$ cat config.mk
export PLATFORM = sky130hd
export DESIGN_NAME = ptme_walk
export DESIGN_NICKNAME = d
export VERILOG_FILES = /design/src/rtl/ptme_pkg.sv /design/src/rtl/ptme_walk.sv
export SDC_FILE = /design/constraint.sdc
export NUM_CORES = 1
export LEC_CHECK = 0
export BUFFER_PORTS_ARGS = -buffer_cell sky130_fd_sc_hd__clkbuf_2
export CORE_MARGIN = 2
export CORE_UTILIZATION = 50
export DETAILED_ROUTE_END_ITERATION = 10
export PLACE_DENSITY = 0.78
export REMOVE_ABC_BUFFERS = 1
export SLEW_MARGIN = 40
export SYNTH_ARGS = -nofsm -noshare
export SYNTH_HDL_FRONTEND = slang
export SYNTH_SLANG_ARGS = --single-unit
$ cat constraint.sdc
create_clock -name i_clk -period 10.35 [get_ports i_clk]
set_clock_uncertainty 0.2 [all_clocks]
set_input_delay 2.07 -clock i_clk [delete_from_list [all_inputs] [get_ports i_clk]]
set_output_delay 2.07 -clock i_clk [all_outputs]
set_load 0.02 [all_outputs]
$ cat src/rtl/ptme_pkg.sv
`timescale 1ns / 1ps
`default_nettype none
// ----------------------------------------------------------------------------
// ptme_pkg
// Shared constants, entry format and memory request type for the page table
// map engine.
// ----------------------------------------------------------------------------
package ptme_pkg;

    localparam int POOL_TABLES = 64;

    localparam int ENTRY_W  = 52;
    localparam int IDX_W    = 9;
    localparam int TBL_W    = (POOL_TABLES > 1) ? $clog2(POOL_TABLES) : 1;
    localparam int CNT_W    = $clog2(POOL_TABLES + 1);
    localparam int ADDR_W   = TBL_W + IDX_W;
    localparam int PFN_W    = 40;

    // entry flag bit positions
    localparam int B_PRESENT = 0;
    localparam int B_WRITE   = 1;
    localparam int B_WTHRU   = 3;
    localparam int B_NOCACHE = 4;
    localparam int B_HUGE    = 7;

    // result status codes
    localparam logic [1:0] ST_OK        = 2'd0;
    localparam logic [1:0] ST_EXHAUSTED = 2'd1;
    localparam logic [1:0] ST_LAYOUT    = 2'd2;
    localparam logic [1:0] ST_CONFLICT  = 2'd3;

    // request codes
    localparam logic CMD_4K = 1'b0;
    localparam logic CMD_2M = 1'b1;

    // store port: one access per cycle, read data registered
    typedef struct packed {
        logic                 we;
        logic [ADDR_W-1:0]    addr;
        logic [ENTRY_W-1:0]   wdata;
        logic                 wflag;   // entry written while its table was allocated
    } t_mem_req;

endpackage
`default_nettype wire

$ cat src/rtl/ptme_walk.sv
`timescale 1ns / 1ps
`default_nettype none
// ----------------------------------------------------------------------------
// ptme_walk
// Sequencer for the table walk: clearing sweep after reset, then per request
// a read / check-and-write pair for each level, allocation and leaf update.
// ----------------------------------------------------------------------------
module ptme_walk (
    input  wire logic                          i_clk,
    input  wire logic                          i_rst_n,
    input  wire logic [ptme_pkg::ENTRY_W-1:0]  i_pool_base,
    input  wire logic                          i_start,
    input  wire logic                          i_cmd,
    input  wire logic [63:0]                   i_virt,
    input  wire logic [ptme_pkg::ENTRY_W-1:0]  i_phys,
    input  wire logic                          i_uncached,
    output logic                               o_busy,
    output logic                               o_done,
    output logic [1:0]                         o_status,
    output logic [ptme_pkg::CNT_W-1:0]         o_count,
    output ptme_pkg::t_mem_req                 o_req,
    input  wire logic [ptme_pkg::ENTRY_W:0]    i_rdata
);

    localparam int TBL_W   = ptme_pkg::TBL_W;
    localparam int CNT_W   = ptme_pkg::CNT_W;
    localparam int ADDR_W  = ptme_pkg::ADDR_W;
    localparam int ENTRY_W = ptme_pkg::ENTRY_W;
    localparam int PFN_W   = ptme_pkg::PFN_W;
    localparam int IDX_W   = ptme_pkg::IDX_W;

    localparam logic [1:0] S_CLEAR = 2'd0;
    localparam logic [1:0] S_IDLE  = 2'd1;
    localparam logic [1:0] S_READ  = 2'd2;
    localparam logic [1:0] S_CHECK = 2'd3;

    logic [1:0]          r_state, n_state;
    logic [ADDR_W-1:0]   r_clr, n_clr;
    logic [CNT_W-1:0]    r_count, n_count;
    logic [TBL_W-1:0]    r_tbl, n_tbl;
    logic [1:0]          r_level, n_level;
    logic                r_large, n_large;
    logic [35:0]         r_vpn, n_vpn;      // virt[47:12]
    logic [ENTRY_W-1:0]  r_wanted, n_wanted;
    logic                r_done, n_done;
    logic [1:0]          r_status, n_status;

    logic [IDX_W-1:0]    idx;
    logic [ADDR_W-1:0]   pos;
    logic                misaligned;
    logic [ENTRY_W-1:0]  want_in;
    logic                tbl_alloc;
    logic [ENTRY_W-1:0]  ent;
    logic [PFN_W-1:0]    off;
    logic                in_pool;
    logic                at_leaf;
    logic                pool_full;
    logic                link_flag;
    logic [PFN_W-1:0]    link_pfn;

    always_comb begin
        case (r_level)
            2'd0:    idx = r_vpn[35:27];
            2'd1:    idx = r_vpn[26:18];
            2'd2:    idx = r_vpn[17:9];
            default: idx = r_vpn[8:0];
        endcase
    end

    assign pos = {r_tbl, idx};

    always_comb begin
        if (i_cmd == ptme_pkg::CMD_2M) begin
            misaligned = (i_virt[20:0] != '0) || (i_phys[20:0] != '0);
        end else begin
            misaligned = (i_virt[11:0] != '0) || (i_phys[11:0] != '0);
        end
        want_in = i_phys;
        want_in[ptme_pkg::B_PRESENT] = 1'b1;
        want_in[ptme_pkg::B_WRITE]   = 1'b1;
        if (i_cmd == ptme_pkg::CMD_2M) begin
            want_in[ptme_pkg::B_HUGE] = 1'b1;
        end else if (i_uncached) begin
            want_in[ptme_pkg::B_WTHRU]   = 1'b1;
            want_in[ptme_pkg::B_NOCACHE] = 1'b1;
        end
    end

    // An entry written before its table was allocated reads as zero once
    // the table has been taken from the pool (allocation clears the table).
    assign tbl_alloc = CNT_W'(r_tbl) < r_count;
    assign ent       = (i_rdata[ENTRY_W] || !tbl_alloc) ? i_rdata[ENTRY_W-1:0] : '0;
    assign off       = ent[ENTRY_W-1:12] - i_pool_base[ENTRY_W-1:12];
    assign in_pool   = off < PFN_W'(ptme_pkg::POOL_TABLES);
    assign at_leaf   = r_level == (r_large ? 2'd2 : 2'd3);
    assign pool_full = r_count >= CNT_W'(ptme_pkg::POOL_TABLES);
    assign link_pfn  = i_pool_base[ENTRY_W-1:12] + PFN_W'(r_count);
    assign link_flag = {1'b0, CNT_W'(r_tbl)} < ({1'b0, r_count} + (CNT_W+1)'(1));

    always_comb begin
        n_state  = r_state;
        n_clr    = r_clr;
        n_count  = r_count;
        n_tbl    = r_tbl;
        n_level  = r_level;
        n_large  = r_large;
        n_vpn    = r_vpn;
        n_wanted = r_wanted;
        n_done   = 1'b0;
        n_status = r_status;

        o_req.we    = 1'b0;
        o_req.addr  = pos;
        o_req.wdata = '0;
        o_req.wflag = 1'b0;

        case (r_state)
            S_CLEAR: begin
                o_req.we   = 1'b1;
                o_req.addr = r_clr;
                n_clr      = r_clr + ADDR_W'(1);
                if (r_clr == '1) begin
                    n_state = S_IDLE;
                end
            end
            S_IDLE: begin
                if (i_start) begin
                    n_large  = i_cmd;
                    n_vpn    = i_virt[47:12];
                    n_wanted = want_in;
                    n_tbl    = '0;
                    n_level  = 2'd0;
                    if (misaligned) begin
                        n_done   = 1'b1;
                        n_status = ptme_pkg::ST_LAYOUT;
                    end else begin
                        n_state = S_READ;
                    end
                end
            end
            S_READ: begin
                n_state = S_CHECK;
            end
            S_CHECK: begin
                if (at_leaf) begin
                    n_state = S_IDLE;
                    n_done  = 1'b1;
                    if (ent[ptme_pkg::B_PRESENT] && (ent != r_wanted)) begin
                        n_status = ptme_pkg::ST_CONFLICT;
                    end else begin
                        n_status    = ptme_pkg::ST_OK;
                        o_req.we    = 1'b1;
                        o_req.wdata = r_wanted;
                        o_req.wflag = tbl_alloc;
                    end
                end else if (ent[ptme_pkg::B_PRESENT]) begin
                    if (ent[ptme_pkg::B_HUGE]) begin
                        n_state  = S_IDLE;
                        n_done   = 1'b1;
                        n_status = ptme_pkg::ST_CONFLICT;
                    end else if (!in_pool) begin
                        n_state  = S_IDLE;
                        n_done   = 1'b1;
                        n_status = ptme_pkg::ST_LAYOUT;
                    end else begin
                        n_tbl   = off[TBL_W-1:0];
                        n_level = r_level + 2'd1;
                        n_state = S_READ;
                    end
                end else if (pool_full) begin
                    n_state  = S_IDLE;
                    n_done   = 1'b1;
                    n_status = ptme_pkg::ST_EXHAUSTED;
                end else begin
                    // allocate table r_count and link it here
                    o_req.we    = 1'b1;
                    o_req.wdata = {link_pfn, 12'h003};
                    o_req.wflag = link_flag;
                    n_tbl       = r_count[TBL_W-1:0];
                    n_count     = r_count + CNT_W'(1);
                    n_level     = r_level + 2'd1;
                    n_state     = S_READ;
                end
            end
            default: begin
                n_state = S_IDLE;
            end
        endcase
    end

    always_ff @(posedge i_clk) begin
        if (!i_rst_n) begin
            r_state <= S_CLEAR;
            r_clr   <= '0;
            r_count <= CNT_W'(1);
            r_done  <= 1'b0;
        end else begin
            r_state <= n_state;
            r_clr   <= n_clr;
            r_count <= n_count;
            r_done  <= n_done;
        end
    end

    always_ff @(posedge i_clk) begin
        r_tbl    <= n_tbl;
        r_level  <= n_level;
        r_large  <= n_large;
        r_vpn    <= n_vpn;
        r_wanted <= n_wanted;
        r_status <= n_status;
    end

    assign o_busy   = r_state != S_IDLE;
    assign o_done   = r_done;
    assign o_status = r_status;
    assign o_count  = r_count;

`ifndef SYNTHESIS
    a_count_range: assert property (@(posedge i_clk) disable iff (!i_rst_n)
        (r_count >= CNT_W'(1)) && (r_count <= CNT_W'(ptme_pkg::POOL_TABLES)))
        else $error("table count out of range");

    a_no_write_idle: assert property (@(posedge i_clk) disable iff (!i_rst_n)
        (r_state == S_IDLE || r_state == S_READ) |-> !o_req.we)
        else $error("store written outside clear or check");

    a_done_source: assert property (@(posedge i_clk) disable iff (!i_rst_n)
        $rose(r_done) |-> ($past(r_state) == S_IDLE || $past(r_state) == S_CHECK))
        else $error("result raised from wrong state");

    a_count_step: assert property (@(posedge i_clk) disable iff (!i_rst_n)
        (r_state != S_CHECK) |=> $stable(r_count))
        else $error("table count moved outside check");
`endif

endmodule
`default_nettype wire

==> reports/qor.yml <==
outcome:
  status: "completed"
worst_setup_path:
  rr_startpoint: "o_count[4]"
  worstSetupPathType: "in -> out"
  worstSetupStartpoint: "i_rdata[52]"
  cpLargestDelayFamily: "simple AND/OR/NAND/NOR gates"
  cp-end-kind: "output port"
  cp.arrival_ps: 5870
  cp_max_fo: 38
  path_cells: "clkbuf_2 > inv_1 > o31ai_1 > o21bai_4 > buf_4 > nand2_1 > a2111oi_0 > o2111ai_1 > nor4_2 > nor2_1 > nor3_4 > buf_4 > nand2_1 > o21ai_1 > clkbuf_2"
  start_kind: "input port"
  cp_slowest_cell: "a2111oi_0"
  crit_required_ps: 8080
  r2r-end: "r_level[1]"
  max_stage_delay_ps: 480
  cp-endpoint: "o_req[26]"
  rr_worst_depth: 20
  r2r_setup_slack_ps: 3390
  crit_buf_inv: 5
  crit_cells: 15
logic_synthesis:
  synth_area_leader_cell: "edfxtp_1"
  ys_ff_latch: 122
  synthTopCellsByCount: "nand2_1 (99), nor2_1 (99), edfxtp_1 (97), inv_1 (92), xnor2_1 (68)"
  synth_cells: 1221
  yosysWarningCount: 0
  avgSynthCellArea_um2: 8.57
  synth-edff-count: 97
  synth_area_um2: 10500
  synth_seq_area_share_pct: 32.6
  synth.distinct_cells: 84
  synthArstFlopShare_pct: 0
  yosysTopAreaCellShare_pct: 27.8
  synth_top_flop_cell: "edfxtp_1"
  synth_area_leaders: "edfxtp_1 (28%), ha_1 (8.0%), xnor2_1 (5.7%)"
placed_design:
  place_ws_ps: 2350
  place.gp.congestion: 1.02
  dpl.hpwl_mm: 33.4
  portBuffers: 277
timing:
  fin_tns_setup_ps: 0
  min_period_ps: 8140
  grt_setup_unrepaired: "no"
  worstMarginPinSlew_ps: 897
  fmax_mhz: 123
  fin_ws_ps: 2210
  hold_slack_ps: 337
  max_slew_margin_pct: 39.6
  setup_viol: 0
  hold_violations: 0
  drv_slew: 0
  finalCritPeriodShare_pct: 78.7
clocking:
  cts_hold_buf: 0
  clock_path_buffers: 2
  path_clk_slew_ps: 60
  cts_buffers: 17
  cts_tree: "yes"
  cts_setup_buffers: 0
  cts_resized: 0
  cts_max_level: 4
  worstSkewPairLatency_ps: 420
  cts_root_buffer: "clkbuf_16"
  cts_sinks: 122
power_and_ir_drop:
  ir_worst_vdd_mv: 0.158
  power.density_nw_per_um2: 114
  power_switching_uw: 447
  intPower_uw: 992
  finalPower_uw: 1440
  p_leak_uw: 0.00538
  p_sw_share_pct: 31.0
  p_seq_share_pct: 36.8
  p_clk_share_pct: 41.9
  combPwrFrac_pct: 21.3
grt:
  grt_pass1_vias: 10400
  grt_use_total_pct: 36.8
  grt_max_degree: 88
  antenna_found_initial: 1
  grt_pass1_wl_mm: 60.8
  overflow: 0
floorplanning:
  die_w_um: 149
  start_util_pct: 51.4
  die_area_um2: 22100
  core_um2: 20400
  die_h_um: 149
  num_rows: 52
  io_pins: 306
routing:
  avgViaCountPerCell: 6.27
  route.detailed.drc: 0
  routedWlPerCell_um: 23.4
  vias: 11000
  drtPass1Iterations: 6
  postRouteAntennaNets: 0
  drt_iter0_drc: 1197
  drt_wl_total_mm: 40.9
layout:
  area_delta_synth_final_pct: 20.7
  regArea_um2: 3410
  multi_input_area_um2: 6500
  nNetsFinal: 1763
  utilization_pct: 62.0
  drive_gt1_share_pct: 23.3
  fillCellCount: 1798
run:
  maxCapViolCount: 0
min_path:
  hp-class: "reg -> reg"
worst reg2reg max path: cells and delay by family, from the launching register on:
family                   cells  cell delay, ps
AO/OA/AOI/OAI               11            3700
adder cells (fa/ha/maj)      2             760
buffers and inverters        3             540
flip-flops                   1             540
AND/OR/NAND/NOR              4             870
power groups by stage:
stage | Combinational [µW] | Clock, µW | Sequential [µW]
detailed placement | 296 | 0 | 540
floorplan | 179 | 0 | 540
finish | 307 | 602 | 530
global placement | 297 | 0 | 540
CTS | 298 | 609 | 530
global route | 332 | 629 | 530
cells in the final DEF (no fill, tap or decap), types with 5 or more instances in the layout:
master     Yosys  layout
xor2_1        33      33
xnor2_1       68      68
a21oi_1       66      66
nor2_1        99      96
nor3_1        29      29
nand3_1       32      32
a222oi_1      10      10
a211oi_1      11      11
nand2b_1      15      15
o32ai_1        9       9
nand4_1       33      33
o211ai_1       9       9
nand2_1       99      99
mux2i_1        5       5
o21a_1        10      10
clkbuf_16      0      17
o2111ai_1      5       5
o31a_1         5       5
inv_6          0       5
ha_1          67      66
a21boi_0      17      17
dfxtp_1       25      25
edfxtp_1      97      97
or3_1         14      14
o21ai_0       43      43
inv_8          0       6
o21ai_1       18      18
and3_1         6       6
mux2_2         9       9
inv_1         92      92
clkbuf_2       1     277
a21o_1        24      24
o22ai_1        9       9
and2_1        56      56
nor2b_1       10      10
a22oi_1       23      23
nor4_1        23      23
o211a_1        9       9
cell families after synthesis:
| kind of cell | share of synthesized area, % |
|---|---|
| XOR/XNOR | 8.45 |
| buffers and inverters | 5.60 |
| adder cells (fa/ha/maj) | 8.39 |
| multiplexers | 1.45 |
| AO/OA/AOI/OAI | 22.0 |
| AND/OR/NAND/NOR | 21.5 |
| flip-flops | 32.6 |
state kept, by name, indices dropped and copies added, names as in the netlist:
name      count
r_vpn        36
o_count       7
r_large       1
r_wanted     50
r_tbl         6
o_status      2
r_state       2
r_clr        15
o_done        1
r_level       2
worst min-delay path by stage:
stage	start	slack, ps	cells after the start	to
3_3_place_gp	r_clr[9]	310	2	r_clr[9]
4_1_cts	r_clr[9]	340	2	r_clr[9]
2_1_floorplan	r_clr[9]	270	2	r_clr[9]
6_report	r_clr[9]	340	2	r_clr[9]
3_5_place_dp	r_clr[9]	330	2	r_clr[9]
5_1_grt	r_clr[9]	380	2	r_clr[9]
stage by stage:
| stage | std cells | area [µm²] |
|---|---|---|
| after global routing | 1752 | 12600 |
| after global placement | 1719 | 12000 |
| after detailed placement | 1719 | 12000 |
| after floorplan | 1167 | 10200 |
| after CTS | 1751 | 12600 |
| final | 1752 | 12600 |
layer usage:
metal	vias to the layer above	part of all wire, %	global-route usage, %
met1	5182	41	49.7
met3	102	10	7.98
li1	5008	-	-
met2	686	45	58.2
met5	-	0	0
met4	0	4.2	13.8
cell type report:
type,instances,area share [%]
Clock buffer,17,3.37
Antenna cell,1,0.0198
Inverter,93,2.76
Multi-Input combinational cell,952,51.5
Tap cell,270,2.68
Sequential cell,122,27.0
Timing Repair Buffer,282,11.3
Clock inverter,15,1.37
Power figures use the tool's default switching activity.
